--- config.mk ---
export PLATFORM = sky130hd
export DESIGN_NAME = fes_front
export DESIGN_NICKNAME = d
export VERILOG_FILES = /design/src/hdl/assert_macros.svh /design/src/hdl/fes_pkg.sv /design/src/hdl/fes_front.sv
export SDC_FILE = /design/constraint.sdc
export NUM_CORES = 1
export LEC_CHECK = 0
export ABC_AREA = 1
export ABC_CLOCK_PERIOD_IN_PS = 800
export BUFFER_PORTS_ARGS = -buffer_cell sky130_fd_sc_hd__clkbuf_2
export CORE_AREA = 2 2 83 85
export DETAILED_ROUTE_END_ITERATION = 16
export DIE_AREA = 0 0 85 87
export GPL_ROUTABILITY_DRIVEN = 0
export SLEW_MARGIN = 20
export SYNTH_ARGS = -nofsm -noshare
export SYNTH_HDL_FRONTEND = slang
export SYNTH_SLANG_ARGS = --single-unit
--- constraint.sdc ---
create_clock -name i_clk -period 0.8 [get_ports i_clk]
set_input_delay 0.16 -clock i_clk [delete_from_list [all_inputs] [get_ports i_clk]]
set_output_delay 0.16 -clock i_clk [all_outputs]
set_load 0.01 [all_outputs]
--- src/hdl/assert_macros.svh ---
// Assertion macros used by the top-level RTL file.
`ifndef ASSERT_MACROS_SVH
`define ASSERT_MACROS_SVH
`ifndef SYNTH
`define ASSERT_ALWAYS(lbl, clk, rstn, cond, msg) \
    lbl: assert property (@(posedge clk) disable iff (!rstn) (cond)) else $error(msg);
`define ASSERT_IMPLY(lbl, clk, rstn, ante, cons, msg) \
    lbl: assert property (@(posedge clk) disable iff (!rstn) (ante) |-> (cons)) else $error(msg);
`else
`define ASSERT_ALWAYS(lbl, clk, rstn, cond, msg)
`define ASSERT_IMPLY(lbl, clk, rstn, ante, cons, msg)
`endif
`endif

--- src/hdl/fes_pkg.sv ---
// Types, constants and helper functions of the frame element stiffness block.
`default_nettype none
package fes_pkg;
    localparam int OUT_FRAC_BITS = 24;
    localparam int NUM_W = OUT_FRAC_BITS + 116;
    localparam int DEN_W = 128;
    localparam int DIV_W = DEN_W + 66;
    localparam int NSLOT = 9;
    localparam int SLOT_W = 4;
    localparam int ROW_W = 3;
    localparam logic [ROW_W-1:0] ROW_LAST = 3'd5;
    localparam int IN_W = 104;
    localparam int OUT_W = 448;

    localparam logic [1:0] CFG_YOUNG = 2'd0;
    localparam logic [1:0] CFG_AREA = 2'd1;
    localparam logic [1:0] CFG_INERTIA = 2'd2;

    localparam logic [SLOT_W-1:0] SLOT_EA = 4'd0;
    localparam logic [SLOT_W-1:0] SLOT_S1 = 4'd1;
    localparam logic [SLOT_W-1:0] SLOT_S2 = 4'd2;
    localparam logic [SLOT_W-1:0] SLOT_S3 = 4'd3;
    localparam logic [SLOT_W-1:0] SLOT_S4 = 4'd4;
    localparam logic [SLOT_W-1:0] SLOT_LA = 4'd5;
    localparam logic [SLOT_W-1:0] SLOT_P0 = 4'd6;
    localparam logic [SLOT_W-1:0] SLOT_P1 = 4'd7;
    localparam logic [SLOT_W-1:0] SLOT_P2 = 4'd8;

    typedef enum logic [2:0] {
        REL_RIGID  = 3'd0,
        REL_HINGE  = 3'd1,
        REL_SLEEVE = 3'd2,
        REL_SLIDER = 3'd3,
        REL_ROLLER = 3'd4
    } t_rel;

    typedef enum logic [2:0] {
        BEND_NONE   = 3'd0,
        BEND_SPRING = 3'd1,
        BEND_FULL   = 3'd2,
        BEND_PIN_S  = 3'd3,
        BEND_PIN_E  = 3'd4
    } t_bend;

    typedef enum logic [1:0] {
        LD_FIXED    = 2'd0,
        LD_PIN_S    = 2'd1,
        LD_PIN_E    = 2'd2,
        LD_PIN_BOTH = 2'd3
    } t_ldc;

    typedef struct packed {
        logic [31:0] len;
        logic [31:0] qp;
        logic [31:0] qa;
        t_bend       bend;
        t_ldc        ldc;
        logic        ax;
    } t_job;

    typedef struct packed {
        logic       en;
        logic       is_load;
        logic       alt;
        logic [3:0] c;
        logic [1:0] k;
        logic [3:0] cd;
    } t_op;

    typedef struct packed {
        logic full;
        logic empty;
    } t_qstat;

    // Division job of one result slot for a given release pattern.
    function automatic t_op slot_op(input logic [SLOT_W-1:0] slot, input t_bend bend,
                                    input t_ldc ldc, input logic ax);
        t_op op;
        op = '0;
        op.cd = 4'd1;
        case (slot)
            SLOT_EA: begin
                op.en = ax; op.alt = 1'b1; op.c = 4'd1; op.k = 2'd1;
            end
            SLOT_S1: begin
                case (bend)
                    BEND_SPRING: begin op.en = 1'b1; op.c = 4'd1; op.k = 2'd1; end
                    BEND_FULL: begin op.en = 1'b1; op.c = 4'd12; op.k = 2'd3; end
                    BEND_PIN_S, BEND_PIN_E: begin op.en = 1'b1; op.c = 4'd3; op.k = 2'd3; end
                    default: op.en = 1'b0;
                endcase
            end
            SLOT_S2: begin
                case (bend)
                    BEND_FULL: begin op.en = 1'b1; op.c = 4'd6; op.k = 2'd2; end
                    BEND_PIN_S, BEND_PIN_E: begin op.en = 1'b1; op.c = 4'd3; op.k = 2'd2; end
                    default: op.en = 1'b0;
                endcase
            end
            SLOT_S3: begin
                case (bend)
                    BEND_FULL: begin op.en = 1'b1; op.c = 4'd4; op.k = 2'd1; end
                    BEND_PIN_S, BEND_PIN_E: begin op.en = 1'b1; op.c = 4'd3; op.k = 2'd1; end
                    default: op.en = 1'b0;
                endcase
            end
            SLOT_S4: begin
                op.en = (bend == BEND_FULL); op.c = 4'd2; op.k = 2'd1;
            end
            SLOT_LA: begin
                op.en = ax; op.is_load = 1'b1; op.alt = 1'b1;
                op.c = 4'd1; op.cd = 4'd2; op.k = 2'd1;
            end
            SLOT_P0: begin
                op.en = 1'b1; op.is_load = 1'b1; op.k = 2'd1;
                case (ldc)
                    LD_PIN_S: begin op.c = 4'd3; op.cd = 4'd8; end
                    LD_PIN_E: begin op.c = 4'd5; op.cd = 4'd8; end
                    default: begin op.c = 4'd1; op.cd = 4'd2; end
                endcase
            end
            SLOT_P1: begin
                op.is_load = 1'b1;
                case (ldc)
                    LD_FIXED: begin op.en = 1'b1; op.c = 4'd1; op.cd = 4'd12; op.k = 2'd2; end
                    LD_PIN_S: begin op.en = 1'b1; op.c = 4'd5; op.cd = 4'd8; op.k = 2'd1; end
                    LD_PIN_E: begin op.en = 1'b1; op.c = 4'd1; op.cd = 4'd8; op.k = 2'd2; end
                    default: op.en = 1'b0;
                endcase
            end
            SLOT_P2: begin
                op.is_load = 1'b1;
                case (ldc)
                    LD_PIN_S: begin op.en = 1'b1; op.c = 4'd1; op.cd = 4'd8; op.k = 2'd2; end
                    LD_PIN_E: begin op.en = 1'b1; op.c = 4'd3; op.cd = 4'd8; op.k = 2'd1; end
                    default: op.en = 1'b0;
                endcase
            end
            default: op.en = 1'b0;
        endcase
        return op;
    endfunction

    // Magnitude to signed output with saturation.
    function automatic logic [63:0] to_q(input logic [63:0] m, input logic neg);
        logic [63:0] r;
        if (!neg) begin
            r = m[63] ? 64'h7FFF_FFFF_FFFF_FFFF : m;
        end else begin
            r = m[63] ? 64'h8000_0000_0000_0000 : (~m + 64'd1);
        end
        return r;
    endfunction
endpackage
`default_nettype wire

--- src/hdl/fes_front.sv ---
// Front end: takes beams and classifies their release pattern.
`default_nettype none
module fes_front import fes_pkg::*; (
    input  wire logic            i_clk,
    input  wire logic            i_rst_n,
    input  wire logic            s_axis_tvalid,
    output logic                 s_axis_tready,
    input  wire logic [IN_W-1:0] s_axis_tdata,
    input  wire t_qstat          i_qstat,
    output logic                 o_push,
    output t_job                 o_job
);
    logic [2:0] w_s;
    logic [2:0] w_e;
    logic w_ms, w_me, w_ns, w_ne, w_ts, w_te;
    logic r_seen;

    assign w_s = s_axis_tdata[98:96];
    assign w_e = s_axis_tdata[101:99];
    assign w_ms = (w_s == REL_HINGE) || (w_s == REL_ROLLER);
    assign w_me = (w_e == REL_HINGE) || (w_e == REL_ROLLER);
    assign w_ns = (w_s == REL_SLEEVE) || (w_s == REL_ROLLER);
    assign w_ne = (w_e == REL_SLEEVE) || (w_e == REL_ROLLER);
    assign w_ts = (w_s == REL_SLIDER);
    assign w_te = (w_e == REL_SLIDER);

    // ready only once out of reset
    always_ff @(posedge i_clk) begin
        if (!i_rst_n) r_seen <= 1'b0;
        else r_seen <= 1'b1;
    end

    assign s_axis_tready = r_seen && !i_qstat.full;
    assign o_push = s_axis_tvalid && s_axis_tready;

    always_comb begin
        o_job.len = s_axis_tdata[31:0];
        o_job.qp = s_axis_tdata[63:32];
        o_job.qa = s_axis_tdata[95:64];
        o_job.ax = !w_ns && !w_ne;
        if (w_ts || w_te) o_job.bend = BEND_SPRING;
        else if (!w_ms && !w_me) o_job.bend = BEND_FULL;
        else if (w_ms && !w_me) o_job.bend = BEND_PIN_S;
        else if (!w_ms && w_me) o_job.bend = BEND_PIN_E;
        else o_job.bend = BEND_NONE;
        if (!w_ms && !w_me) o_job.ldc = LD_FIXED;
        else if (w_ms && !w_me) o_job.ldc = LD_PIN_S;
        else if (!w_ms && w_me) o_job.ldc = LD_PIN_E;
        else o_job.ldc = LD_PIN_BOTH;
    end
endmodule
`default_nettype wire

==> impl_metrics.tcl <==
set metrics [dict create \
    status "complete, but fails checks" \
    violations "negative setup slack" \
    die-area_mm2 0.007395 \
    crit_family "buffers and inverters" \
    critPathCaptureType "output port" \
    setup_viol 5 \
    dp_cells 136 \
    place_hpwl_mm 1.389 \
    portBuffers 17 \
    hold_viol_final 0 \
    crit_path_max_incr_delay_ps 110 \
    syn_nets 243 \
    crit_top_cell "buf_4" \
    num-nets-final 170 \
    cp_data_arrival_time_ps 820 \
    drc_errors 0 \
    hold-worst-slack_ps 275.3 \
    final_core_util 0.08133 \
    avgSynthCellArea_um2 6.723 \
    maxCapViolCount 0 \
    pin_count 213 \
    rows 30 \
    largestRegisters "r_seen x1" \
    required_ps 640 \
    grt_pass1_vias 495 \
    routed_wl_mm 1.732 \
    ant_nets 0 \
    internal-power_mw 0.1756 \
    worstMarginPinSlew_ps 140.4 \
    grt_pass1_wl_mm 2.504 \
    start_util 0.1371 \
    synth_area_leaders "buf_4, nand2_1, nand3_1" \
    rsz0062_at_grt "true" \
    ys_ff_latch 1 \
    ys_seq_area_frac 0.02222 \
    synthCells 134 \
    hold_class "in2reg" \
    critPathLaunchType "primary input" \
    antenna_found_initial 0 \
    cpMaxStageDelayCell "buf_8" \
    fmax_ghz 1.024 \
    hold-path-cell-count 1 \
    die_w_um 85 \
    regMostFlops "r_seen" \
    vias 435 \
    core_mm2 0.006569 \
    antennaDiodeCount 0 \
    grt_max_degree 5 \
    wl_per_cell_um 12.46 \
    synth_top_area_cell "buf_4" \
    path_depth 7 \
    synth.distinct_cells 11 \
    crit_chain "buf_8, nor2_2, nand2_1, nand2_2, buf_4, buf_4, buf_6" \
    synth_top_area_frac 0.8000 \
    crit_type "in2out" \
    largest_register_ff_count 1 \
    slew_headroom 0.9061 \
    tns_ps -667.1 \
    switching_share 0.4088 \
    power.switching_mw 0.1215 \
    p_leak_nw 0.2423 \
    cp_num_buf_inv 4 \
    grt.overflow.total 0 \
    drtIter0Drc 7 \
    drv_slew 0 \
    min_period_over_period 1.220 \
    chipHeight_um 87 \
    first_pass_iters 2 \
    p_comb_frac 0.814 \
    final.setup.worst_slack_ps -176.3 \
    worstHoldStart "i_rst_n" \
    pwr-share-seq 0.186 \
    drive_gt1_frac 0.6949 \
    synth_area_um2 900.9 \
    grt_usage 0.04122 \
    ys_warn_count 0 \
    hold_end "r_seen" \
    p_per_area_mw_per_mm2 556.0 \
    area_growth_pct -40.69 \
    vdd_drop_max_uv 243.4 \
    fin_crit_ps 976.3 \
    final_cell_count_no_fill 139 \
    p_clk_frac 0 \
    clkSlewWorstSetupHoldPaths_ps 0 \
    vias_per_cell 3.129 \
    crit_fanout 4 \
    fillers 765 \
]
[synth_stat cells]
cell type and number:
dfxtp_1 1, nor3b_1 1, nand2_2 1, inv_1 7, nor2_2 1, nand2_1 15
nor2_1 4, nand3_1 6, o21ai_2 1, inv_2 1, buf_4 96
[per-layer routing]
metal | track usage | routed length, um | vias up
met5 | 0 | 0 | -
met4 | 0.08947 | 376 | 0
met2 | 0.04759 | 635 | 65
li1 | - | - | 159
met3 | 0.03128 | 395 | 54
met1 | 0.02654 | 325 | 157
[final cells by class]
| class | instances | area (um2) | share of cell area |
|---|---|---|---|
| inverter | 8 | 50.05 | 0.09368 |
| multi-input combinational | 29 | 187.7 | 0.3513 |
| sequential | 1 | 21.27 | 0.03981 |
| tap | 80 | 100.1 | 0.1874 |
| timing repair buffer | 21 | 175.2 | 0.3279 |
[what timing repair did]
action                                  in CTS  in global routing
hold buffers                                 0                  0
pin swaps                                    7                  8
endpoints found under the setup margin       7                  8
setup buffers                                0                  3
gates resized for setup                     21                 27
[through the flow]
step | cell area [um2] | power, mW | setup WS (ps)
after floorplan | 900.9 | 0.6274 | 3.856
after global placement | 372.9 | 0.2095 | -188.7
after detailed placement | 372.9 | 0.2104 | -196.3
after CTS | 459.2 | 0.2560 | -173.5
after global routing | 534.3 | 0.3199 | -230.7
final | 534.3 | 0.2971 | -176.3
[power groups by stage]
stage | Clock (mW) | Sequential, mW | Combinational (mW)
floorplan | 0 | 0.0541 | 0.573
global placement | 0 | 0.0541 | 0.155
detailed placement | 0 | 0.0543 | 0.156
CTS | 0 | 0.0543 | 0.202
global route | 0 | 0.0556 | 0.264
finish | 0 | 0.0552 | 0.242
[cells by family (layout without fill, tap and decap cells)]
group,after synthesis,in the layout,synth area share
compound gates,1,1,0.009724
buf+inv,104,29,0.8333
flops,1,1,0.02222
simple gates,28,28,0.1347
[cell usage in the layout (no fill, tap or decap), types with 3 or more instances in the layout]
cell / count
nand3_2: 3
nor2_1: 3
nand2_1: 11
buf_2: 5
buf_8: 3
buf_6: 3
buf_4: 5
clkbuf_2: 4
nand2_2: 4
inv_4: 3
[worst max-delay path by stage]
stage                            startpoint        to  slack (ps)
after CTS                 s_axis_tdata[100]  o_job[5]        -170
after global routing       s_axis_tdata[99]  o_job[5]        -230
after detailed placement  s_axis_tdata[100]  o_job[5]        -200
after global placement     s_axis_tdata[98]  o_job[4]        -190
after floorplan                      r_seen    o_push           4
final                      s_axis_tdata[99]  o_job[2]        -180
Note: power is estimated with default switching activity, not from simulation.
