[config.mk]
export PLATFORM = sky130hd
export DESIGN_NAME = fes_fifo
export DESIGN_NICKNAME = d
export VERILOG_FILES = /design/src/hdl/assert_macros.svh /design/src/hdl/fes_pkg.sv /design/src/hdl/fes_fifo.sv
export SDC_FILE = /design/constraint.sdc
export NUM_CORES = 1
export LEC_CHECK = 0
export BUFFER_PORTS_ARGS = -buffer_cell sky130_fd_sc_hd__clkbuf_2
export CORE_MARGIN = 4
export CORE_UTILIZATION = 47
export CTS_CLUSTER_DIAMETER = 80
export DETAILED_ROUTE_END_ITERATION = 12
export PLACE_DENSITY = 0.75
export SYNTH_ARGS = -nofsm -noshare
export SYNTH_HDL_FRONTEND = slang
export SYNTH_SLANG_ARGS = --single-unit
[constraint.sdc]
create_clock -name i_clk -period 6.45 [get_ports i_clk]
set_input_delay 1.6125 -clock i_clk [delete_from_list [all_inputs] [get_ports i_clk]]
set_output_delay 1.6125 -clock i_clk [all_outputs]
set_load 0.01 [all_outputs]
[src/hdl/assert_macros.svh]
// Assertion macros used by the top-level RTL file.
`ifndef ASSERT_MACROS_SVH
`define ASSERT_MACROS_SVH
`ifndef SYNTH
`define ASSERT_ALWAYS(lbl, clk, rstn, cond, msg) \
    lbl: assert property (@(posedge clk) disable iff (!rstn) (cond)) else $error(msg);
`define ASSERT_IMPLY(lbl, clk, rstn, ante, cons, msg) \
    lbl: assert property (@(posedge clk) disable iff (!rstn) (ante) |-> (cons)) else $error(msg);
`else
`define ASSERT_ALWAYS(lbl, clk, rstn, cond, msg)
`define ASSERT_IMPLY(lbl, clk, rstn, ante, cons, msg)
`endif
`endif

[src/hdl/fes_pkg.sv]
// Types, constants and helper functions of the frame element stiffness block.
`default_nettype none
package fes_pkg;
    localparam int OUT_FRAC_BITS = 24;
    localparam int NUM_W = OUT_FRAC_BITS + 116;
    localparam int DEN_W = 128;
    localparam int DIV_W = DEN_W + 66;
    localparam int NSLOT = 9;
    localparam int SLOT_W = 4;
    localparam int ROW_W = 3;
    localparam logic [ROW_W-1:0] ROW_LAST = 3'd5;
    localparam int IN_W = 104;
    localparam int OUT_W = 448;

    localparam logic [1:0] CFG_YOUNG = 2'd0;
    localparam logic [1:0] CFG_AREA = 2'd1;
    localparam logic [1:0] CFG_INERTIA = 2'd2;

    localparam logic [SLOT_W-1:0] SLOT_EA = 4'd0;
    localparam logic [SLOT_W-1:0] SLOT_S1 = 4'd1;
    localparam logic [SLOT_W-1:0] SLOT_S2 = 4'd2;
    localparam logic [SLOT_W-1:0] SLOT_S3 = 4'd3;
    localparam logic [SLOT_W-1:0] SLOT_S4 = 4'd4;
    localparam logic [SLOT_W-1:0] SLOT_LA = 4'd5;
    localparam logic [SLOT_W-1:0] SLOT_P0 = 4'd6;
    localparam logic [SLOT_W-1:0] SLOT_P1 = 4'd7;
    localparam logic [SLOT_W-1:0] SLOT_P2 = 4'd8;

    typedef enum logic [2:0] {
        REL_RIGID  = 3'd0,
        REL_HINGE  = 3'd1,
        REL_SLEEVE = 3'd2,
        REL_SLIDER = 3'd3,
        REL_ROLLER = 3'd4
    } t_rel;

    typedef enum logic [2:0] {
        BEND_NONE   = 3'd0,
        BEND_SPRING = 3'd1,
        BEND_FULL   = 3'd2,
        BEND_PIN_S  = 3'd3,
        BEND_PIN_E  = 3'd4
    } t_bend;

    typedef enum logic [1:0] {
        LD_FIXED    = 2'd0,
        LD_PIN_S    = 2'd1,
        LD_PIN_E    = 2'd2,
        LD_PIN_BOTH = 2'd3
    } t_ldc;

    typedef struct packed {
        logic [31:0] len;
        logic [31:0] qp;
        logic [31:0] qa;
        t_bend       bend;
        t_ldc        ldc;
        logic        ax;
    } t_job;

    typedef struct packed {
        logic       en;
        logic       is_load;
        logic       alt;
        logic [3:0] c;
        logic [1:0] k;
        logic [3:0] cd;
    } t_op;

    typedef struct packed {
        logic full;
        logic empty;
    } t_qstat;

    // Division job of one result slot for a given release pattern.
    function automatic t_op slot_op(input logic [SLOT_W-1:0] slot, input t_bend bend,
                                    input t_ldc ldc, input logic ax);
        t_op op;
        op = '0;
        op.cd = 4'd1;
        case (slot)
            SLOT_EA: begin
                op.en = ax; op.alt = 1'b1; op.c = 4'd1; op.k = 2'd1;
            end
            SLOT_S1: begin
                case (bend)
                    BEND_SPRING: begin op.en = 1'b1; op.c = 4'd1; op.k = 2'd1; end
                    BEND_FULL: begin op.en = 1'b1; op.c = 4'd12; op.k = 2'd3; end
                    BEND_PIN_S, BEND_PIN_E: begin op.en = 1'b1; op.c = 4'd3; op.k = 2'd3; end
                    default: op.en = 1'b0;
                endcase
            end
            SLOT_S2: begin
                case (bend)
                    BEND_FULL: begin op.en = 1'b1; op.c = 4'd6; op.k = 2'd2; end
                    BEND_PIN_S, BEND_PIN_E: begin op.en = 1'b1; op.c = 4'd3; op.k = 2'd2; end
                    default: op.en = 1'b0;
                endcase
            end
            SLOT_S3: begin
                case (bend)
                    BEND_FULL: begin op.en = 1'b1; op.c = 4'd4; op.k = 2'd1; end
                    BEND_PIN_S, BEND_PIN_E: begin op.en = 1'b1; op.c = 4'd3; op.k = 2'd1; end
                    default: op.en = 1'b0;
                endcase
            end
            SLOT_S4: begin
                op.en = (bend == BEND_FULL); op.c = 4'd2; op.k = 2'd1;
            end
            SLOT_LA: begin
                op.en = ax; op.is_load = 1'b1; op.alt = 1'b1;
                op.c = 4'd1; op.cd = 4'd2; op.k = 2'd1;
            end
            SLOT_P0: begin
                op.en = 1'b1; op.is_load = 1'b1; op.k = 2'd1;
                case (ldc)
                    LD_PIN_S: begin op.c = 4'd3; op.cd = 4'd8; end
                    LD_PIN_E: begin op.c = 4'd5; op.cd = 4'd8; end
                    default: begin op.c = 4'd1; op.cd = 4'd2; end
                endcase
            end
            SLOT_P1: begin
                op.is_load = 1'b1;
                case (ldc)
                    LD_FIXED: begin op.en = 1'b1; op.c = 4'd1; op.cd = 4'd12; op.k = 2'd2; end
                    LD_PIN_S: begin op.en = 1'b1; op.c = 4'd5; op.cd = 4'd8; op.k = 2'd1; end
                    LD_PIN_E: begin op.en = 1'b1; op.c = 4'd1; op.cd = 4'd8; op.k = 2'd2; end
                    default: op.en = 1'b0;
                endcase
            end
            SLOT_P2: begin
                op.is_load = 1'b1;
                case (ldc)
                    LD_PIN_S: begin op.en = 1'b1; op.c = 4'd1; op.cd = 4'd8; op.k = 2'd2; end
                    LD_PIN_E: begin op.en = 1'b1; op.c = 4'd3; op.cd = 4'd8; op.k = 2'd1; end
                    default: op.en = 1'b0;
                endcase
            end
            default: op.en = 1'b0;
        endcase
        return op;
    endfunction

    // Magnitude to signed output with saturation.
    function automatic logic [63:0] to_q(input logic [63:0] m, input logic neg);
        logic [63:0] r;
        if (!neg) begin
            r = m[63] ? 64'h7FFF_FFFF_FFFF_FFFF : m;
        end else begin
            r = m[63] ? 64'h8000_0000_0000_0000 : (~m + 64'd1);
        end
        return r;
    endfunction
endpackage
`default_nettype wire

[src/hdl/fes_fifo.sv]
// Two-entry job queue between front and back.
`default_nettype none
module fes_fifo import fes_pkg::*; (
    input  wire logic i_clk,
    input  wire logic i_rst_n,
    input  wire logic i_push,
    input  wire t_job i_job,
    input  wire logic i_pop,
    output t_job      o_head,
    output t_qstat    o_stat
);
    t_job r_mem [2];
    logic r_wp, r_rp;
    logic [1:0] r_cnt;

    always_ff @(posedge i_clk) begin
        if (i_push) r_mem[r_wp] <= i_job;
    end

    always_ff @(posedge i_clk) begin
        if (!i_rst_n) begin
            r_wp <= 1'b0;
            r_rp <= 1'b0;
            r_cnt <= 2'd0;
        end else begin
            if (i_push) r_wp <= !r_wp;
            if (i_pop) r_rp <= !r_rp;
            r_cnt <= r_cnt + {1'b0, i_push} - {1'b0, i_pop};
        end
    end

    assign o_head = r_mem[r_rp];
    assign o_stat.full = (r_cnt == 2'd2);
    assign o_stat.empty = (r_cnt == 2'd0);
endmodule
`default_nettype wire

==> impl_metrics.ini, run 1 <==
[floorplan]
initial_utilization_pct = 47.9
num_io_pins = 210
fp.dieW_microns = 138
coreArea_sq_mm = 0.0165
fp.dieH_microns = 138
dieArea_sq_mm = 0.0190
rows = 47

[logic_synthesis]
syn-cell-area_sq_mm = 0.00791
syn_nets = 446
synth_cell_types = 15
postSynthCellCount = 338
yosysSeqAreaShare_pct = 78.7
syn_avg_cell_area_sq_um = 23.4
ys_ff_latch = 209
yosys_warnings = 0

[timing]
slew_violations = 0
worst_pin_slew_ns = 0.809
final_hold_viol_count = 0
setup_tns_ns = 0
maxSlewHeadroom_pct = 46.1
finalWorstSetupSlack_ns = 2.36
rsz0062_at_grt = false
timing.fmax_ghz = 0.244
min_period_ns = 4.09
fin_crit_sh_pct = 63.4
setup_viol = 0
finClkSkew_ns = 0.00824

[grt]
grt_pass1_vias = 4209
antenna_found_initial = 0
grt_max_degree = 60
grt_first_pass_wirelength_mm = 21.3
grt_usage_pct = 14.4
grt.overflow.total = 0

[run]
max-cap-violations = 0

[placed_design]
dp_hpwl_mm = 9.74
io_buffer_count = 209
gp_congestion = 0.751
post-place-ws_ns = 2.81
placed_area_sq_mm = 0.00917

[final_layout]
postLayoutCoreUtil_pct = 59.6
antenna_cells = 0
final_cell_mix = 209 x clkbuf_2, 204 x edfxtp_1, 80 x mux2_4
design_area_sq_mm = 0.00985
drive_gt1_share_pct = 60.0
area_delta_synth_final_pct = 24.6
num-nets-final = 673
final_common_cell = clkbuf_2
fillers = 1242

[clock_network]
path_clk_slew_ns = 0.06
hold_buffers = 0
cts_root_buf = clkbuf_16
cts_buffers = 22
cts_tree = done
cts_setup_buffers = 0
h-tree-depth = 1
clock_latency_ns = 0.48
clock-sinks = 209
ctsLongestPathBuffers = 3
cts_resized = 0

[routing]
routed-via-count = 3857
drt_wl_total_mm = 14.2
postRouteAntennaNets = 0
via_per_inst = 4.84
firstDrtPassIters = 4
wl_per_cell_microns = 17.8
remaining_drc_errors = 0
drtIter0Drc = 175

[status]
status = finished, final reports clean

[power]
irDropWorstVdd_v = 0.000282
p_total_mw = 3.12
power.density_mw_per_mm2 = 317
power.leakage_nw = 3.94

[min_path]
hp-class = reg2reg

[critical_path]
worstPathRequired_ns = 4.84
crit_path_max_fanout = 44
start_kind = flip-flop
endpoint_kind = output pin
worstPathArrival_ns = 2.48
crit_type = reg2out
rrSetupSlack_ns = 4.34
-- power breakdown --
group          switching, mW  internal [mW]
sequential            0.0329           1.57
clock                  0.457          0.722
combinational          0.158          0.178
-- metal layers --
metal | part of all wire [%] | global-route usage [%] | wire length [microns]
met5 | 0 | 0 | 0
met2 | 49 | 24.6 | 7020
met4 | 1.6 | 3.90 | 221
met3 | 10 | 4.97 | 1420
met1 | 39 | 17.5 | 5560
-- cell type report --
cell class | instances | area [sq um] | area share (%)
well taps | 220 | 275 | 2.79
clock inverters | 9 | 88.8 | 0.902
flip-flops and latches | 209 | 6230 | 63.2
repair buffers | 214 | 1080 | 11.0
clock buffers | 27 | 591 | 5.99
multi-input cells | 116 | 1580 | 16.0
inverters | 2 | 7.51 | 0.0762
-- worst max-delay path, cell delays in order (launching register included) --
cell	delay [ns]
dfxtp_4	0.84
buf_4	0.59
mux2_2	0.41
clkbuf_2	0.13
-- cell usage after synthesis --
cell type  instances  area [sq um]
buf_2              2          10.0
xnor3_1            1          22.5
mux2_4            80          1200
o21a_1             1          7.51
nor2_1             1          3.75
buf_6              8          90.1
inv_1              2          7.51
buf_4              1          7.51
edfxtp_1         204          6130
dfxtp_1            5           100
ha_1               2          25.0
mux2_2            22           248
nor2b_1            4          25.0
and2_1             4          25.0
xor2_1             1          8.76
-- through the flow --
stage	std cells	hold slack, ns
CTS	797	0.610
global placement	761	0.561
finish	797	0.601
global route	797	0.622
detailed placement	761	0.601
floorplan	338	0.555
-- cells by family after synthesis --
kind of cell               after synthesis  synth area share [%]
buffers and inverters                   13                  1.46
DFF                                    209                  78.7
and+or+nand+nor                          9                 0.680
xor gates and xnor gates                 2                 0.396
muxes                                  102                  18.3
AOI/OAI and AO/OA                        1                0.0950
adders and majority gates                2                 0.316
-- registers in the layout, summed over array words and instances, names as in the netlist, named ones only --
| name | cells |
|---|---|
| r_mem | 204 |
| r_cnt | 2 |
| r_rp | 1 |
| r_wp | 1 |
-- worst paths after layout --
path,from,endpoint,cells after the start
worst max-delay path,flip-flop,o_head[7],3
worst min register to register,r_rp,flip-flop,2
worst min-delay path,r_rp,flip-flop,2
worst max register to register,r_wp,r_mem[1][62],2
Power figures use the tool's default switching activity.
==> run 2, diff against run 1 <==
Clock period 6.45 ns to 3.5 ns, I/O delays scaled along.
==> impl_metrics.ini, run 2 (synthesized netlist as in run 1, its figures left out) <==
[critical_path]
cp_slowest_cell = dfxtp_4
start_kind = flip-flop
crit_path_max_fanout = 56
worstPathRequired_ns = 2.62
crit_type = reg2out
endpoint_kind = output pin
crit_buf_inv = 2
worstPathArrival_ns = 1.73
slowest_delay_ns = 0.37
crit_chain = buf_12, mux2_4, clkbuf_2
cp_top_family = buffers and inverters

[placed_design]
dp_cells = 762
post-place-ws_ns = 1.26
io_buffer_count = 209
gp_congestion = 0.706
dp_hpwl_mm = 9.65
placed_area_sq_mm = 0.00922

[status]
status = finished, final reports clean

[timing]
finalWorstSetupSlack_ns = 0.891
fin_crit_sh_pct = 74.6
slew_violations = 0
rsz0062_at_grt = false
finClkSkew_ns = 0.00846
timing.fmax_ghz = 0.383
final_hold_viol_count = 0
maxSlewHeadroom_pct = 44.1
setup_tns_ns = 0
worst_hold_slack_ns = 0.584
worst_pin_slew_ns = 0.839
min_period_ns = 2.61
setup_viol = 0

[min_path]
hp-class = in2reg

[clock_network]
h-tree-depth = 1
cts_root_buf = clkbuf_16
cts_tree = done
clock-sinks = 209
cts_setup_buffers = 0
path_clk_slew_ns = 0.06
clock_latency_ns = 0.48
hold_buffers = 0
cts_resized = 0
ctsLongestPathBuffers = 3
cts_buffers = 21

[floorplan]
initial_utilization_pct = 47.9
num_io_pins = 210
fp.dieW_microns = 138
dieArea_sq_mm = 0.0190
rows = 47
fp.dieH_microns = 138
coreArea_sq_mm = 0.0165

[final_layout]
layout.cells.non_filler = 797
area_delta_synth_final_pct = 24.7
design_area_sq_mm = 0.00986
top_register = r_mem
final_common_cell = clkbuf_2
antenna_cells = 0
largest_reg_flops = 204
postLayoutCoreUtil_pct = 59.7
top_regs = r_mem (204), r_cnt (2)
fillers = 1214
final_cell_mix = 209 x clkbuf_2, 204 x edfxtp_1, 80 x mux2_4
num-nets-final = 673
drive_gt1_share_pct = 60.0

[routing]
drt_wl_total_mm = 14.3
wl_per_cell_microns = 17.9
dr_wl_met2_mm = 7.23
wl_met3_mm = 1.43
firstDrtPassIters = 4
via_per_inst = 4.86
drtIter0Drc = 195
remaining_drc_errors = 0
drt-met1-wl_mm = 5.40
routed-via-count = 3871
highest_layer = met4
postRouteAntennaNets = 0

[power]
power.leakage_nw = 3.93
irDropWorstVdd_v = 0.000380
p_total_mw = 5.67
power.density_mw_per_mm2 = 575

[grt]
antenna_found_initial = 0
grt.overflow.total = 0
grt_pass1_vias = 4123
grt_usage_pct = 14.2
grt_max_degree = 63
grt_first_pass_wirelength_mm = 20.9

[run]
max-cap-violations = 0
run 2: report_power, final:
part	switching, mW	internal, mW	total, mW
clock	0.842	1.25	2.09
combinational	0.313	0.334	0.647
sequential	0.0365	2.90	2.93
total	1.19	4.48	5.67
run 2: path summary, 6_finish.rpt:
| check | from | end | slack (ns) | cells after the start |
|---|---|---|---|---|
| max | flip-flop | o_head[85] | 0.89 | 3 |
| min | i_job[67] | r_mem[0][67] | 0.58 | 1 |
| max reg2reg | r_wp | r_mem[0][84] | 1.96 | 2 |
| min reg2reg | r_rp | flip-flop | 0.58 | 2 |
run 2: layout make-up:
class | count | area (sq um) | area share, %
Multi-Input combinational cell | 116 | 1580 | 16.0
Clock inverter | 8 | 92.6 | 0.939
Tap cell | 220 | 275 | 2.79
Timing Repair Buffer | 215 | 1130 | 11.4
Sequential cell | 209 | 6230 | 63.2
Clock buffer | 27 | 548 | 5.56
Inverter | 2 | 7.51 | 0.0762
run 2: layer usage:
metal / global-route usage [%] / up-vias
met5: 0 / -
met4: 3.57 / 0
met3: 4.89 / 24
met2: 25.5 / 150
met1: 16.3 / 1905
li1: - / 1792
==> run 3, diff against run 2 <==
Settings changed: ABC_AREA set to 1, CORE_UTILIZATION 47 to 52, PLACE_DENSITY 0.75 to 0.79.
Clock period 3.5 ns to 2.6 ns, I/O delays scaled along.
==> impl_metrics.ini, run 3 <==
[logic_synthesis]
synth-simple-area-share_pct = 0.870
netlist_top_cells_area = edfxtp_1 77%, mux2_4 15%, mux2_2 3.1%, dfxtp_1 1.3%, buf_6 1.1%
ys_ff_latch = 209
synthArstFlopShare_pct = 0
synthMuxAreaShare_pct = 18.3
yosysSeqAreaShare_pct = 78.7
netlist.area_leader.share_pct = 77.5
synth.most_common_cell = edfxtp_1
synthAdderAreaFrac_pct = 0.316
synth_common_cells = 204 x edfxtp_1, 80 x mux2_4, 22 x mux2_2
syn_avg_cell_area_sq_um = 22.6
synth_top_cell_by_area = edfxtp_1
synth_edf_count = 204
syn-cell-area_sq_mm = 0.00791
syn_nets = 458
synth_top_family_by_area = multiplexers
postSynthCellCount = 350
synth_cell_types = 13
synth_ff_type = edfxtp_1
yosys_warnings = 0
synth-xor-area-share_pct = 0
synth_compound_area_share_pct = 0.0633

[timing]
setup_viol = 0
setup_tns_ns = 0
worst_hold_slack_ns = 0.355
slew_violations = 0
fin_crit_sh_pct = 93.0
rsz0062_at_grt = false
maxSlewHeadroom_pct = 66.0
finClkSkew_ns = 0.0134
min_period_ns = 2.42
timing.fmax_ghz = 0.413
final_hold_viol_count = 0
worst_pin_slew_ns = 0.510

[routing]
drtIter0Drc = 138
routed-via-count = 3951
postRouteAntennaNets = 0
via_per_inst = 5.10
remaining_drc_errors = 0
firstDrtPassIters = 4
drt_wl_total_mm = 13.8
wl_per_cell_microns = 17.8

[clock_network]
cts_tree = done
cts_setup_buffers = 0
hold_buffers = 0
cts_buffers = 21
h-tree-depth = 1
path_clk_slew_ns = 0.06
cts_resized = 0
cts_root_buf = clkbuf_16
clock-sinks = 209
ctsLongestPathBuffers = 3
clock_latency_ns = 0.48

[floorplan]
rows = 44
num_io_pins = 210
initial_utilization_pct = 53.8
coreArea_sq_mm = 0.0147
fp.dieW_microns = 131
dieArea_sq_mm = 0.0172
fp.dieH_microns = 131

[critical_path]
rrSetupSlack_ns = 1.13
start_kind = flip-flop
worstPathRequired_ns = 1.95
crit_type = reg2out
crit_chain = buf_4, mux2_4, clkbuf_2
endpoint_kind = output pin
worstPathArrival_ns = 1.77
slowest_delay_ns = 0.50
endpoint = o_head[88]
regToRegEndpoint = r_mem[1][38]
r2r_cells = 3
rr_startpoint = r_wp
crit_path_max_fanout = 14
cp_slowest_cell = dfxtp_4

[grt]
use_met3_pct = 6.50
grt_first_pass_wirelength_mm = 21.9
grt.overflow.total = 0
top_usage_layer = met2
grt_usage_pct = 15.7
grt_max_degree = 86
grtUsageMet2_pct = 27.6
antenna_found_initial = 1
use_met1_pct = 17.6
grt_pass1_vias = 4364

[final_layout]
num-nets-final = 687
antenna_cells = 0
final_common_cell = clkbuf_2
final_cell_mix = 209 x clkbuf_2, 204 x edfxtp_1, 80 x mux2_4
top_regs = r_mem (204), r_cnt (2)
drive_gt1_share_pct = 59.2
top_register = r_mem
area_delta_synth_final_pct = 24.4
largest_reg_flops = 204

[placed_design]
dp_hpwl_mm = 9.50
io_buffer_count = 209
gp_congestion = 0.764

[status]
status = finished, final reports clean

[power]
power.density_mw_per_mm2 = 752
p_total_mw = 7.40
combPwrFrac_pct = 10.5
power.switching_mw = 1.55
power.leakage_nw = 3.96
seqPwrFrac_pct = 53.5
irDropWorstVdd_v = 0.000655
intPower_mw = 5.85
clkPwrFrac_pct = 36.1
swShare_pct = 20.9

[min_path]
hp-class = in2reg

[run]
max-cap-violations = 0
==> run 3: changes by cell type in the layout (fill, tap and decap cells not counted), moves of 2 or more <==
cell / previous run / this run
and2_1: 3 / 0
inv_1: 2 / 5
nor2_1: 1 / 8
clkbuf_8: 0 / 3
nand2_1: 0 / 7
buf_12: 3 / 5
nor2b_1: 3 / 0
bufinv_16: 2 / 0
==> run 3: how the worst min path moves through the flow <==
stage          depth (start not counted)       from  slack (ns)           end
2_1_floorplan                          2       r_rp        0.46     flip-flop
3_3_place_gp                           2       r_rp        0.48          r_rp
3_5_place_dp                           2       r_rp        0.51          r_rp
4_1_cts                                1  i_job[86]        0.34  r_mem[1][86]
5_1_grt                                1  i_job[86]        0.34  r_mem[1][86]
6_report                               1  i_job[10]        0.36  r_mem[0][10]
==> run 3: metrics by stage <==
step                      cell area, sq um  cells  worst slack (ns)  utilization (%)
after detailed placement              9220    739             0.540             62.7
after global routing                  9840    775             0.103             66.9
final                                 9840    775             0.181             66.9
after CTS                             9830    774            0.0249             66.9
after floorplan                       7930    350           0.00569                -
after global placement                9220    739             0.560             62.7
==> run 3: power by group through the flow <==
stage                     Clock (mW)  Combinational (mW)  Sequential [mW]
after global placement             0               0.758             4.02
final                           2.67               0.773             3.96
after detailed placement           0               0.777             4.03
after global routing            2.90               0.833             3.97
after floorplan                    0               0.472             4.01
after CTS                       2.73               0.779             3.96
==> run 3: cell type report <==
class	count	area [sq um]
Clock buffer	29	586
Clock inverter	6	25.0
Fill cell	988	4860
Inverter	7	32.5
Multi-Input combinational cell	123	1560
Sequential cell	209	6230
Tap cell	184	230
Timing Repair Buffer	217	1170
==> run 3: cells by family (layout without fill, tap and decap cells) <==
family,after synthesis,after routing
adders and majority gates,2,2
muxes,102,102
AOI/OAI and AO/OA,1,1
DFF,209,209
buffers and inverters,18,259
and+or+nand+nor,18,18
==> run 3: critical path, delay by kind of cell, from the launching register on <==
kind	cells	cell delay, ns
buffers and inverters	2	0.46
multiplexers	1	0.33
flip-flops	1	0.50
==> run 3: routing by layer <==
layer / part of all wire, % / vias up / routed length, microns
li1: - / 1832 / -
met1: 37 / 1932 / 5140
met2: 51 / 150 / 7000
met3: 9.1 / 35 / 1260
met4: 3.0 / 2 / 413
met5: 0.080 / - / 11
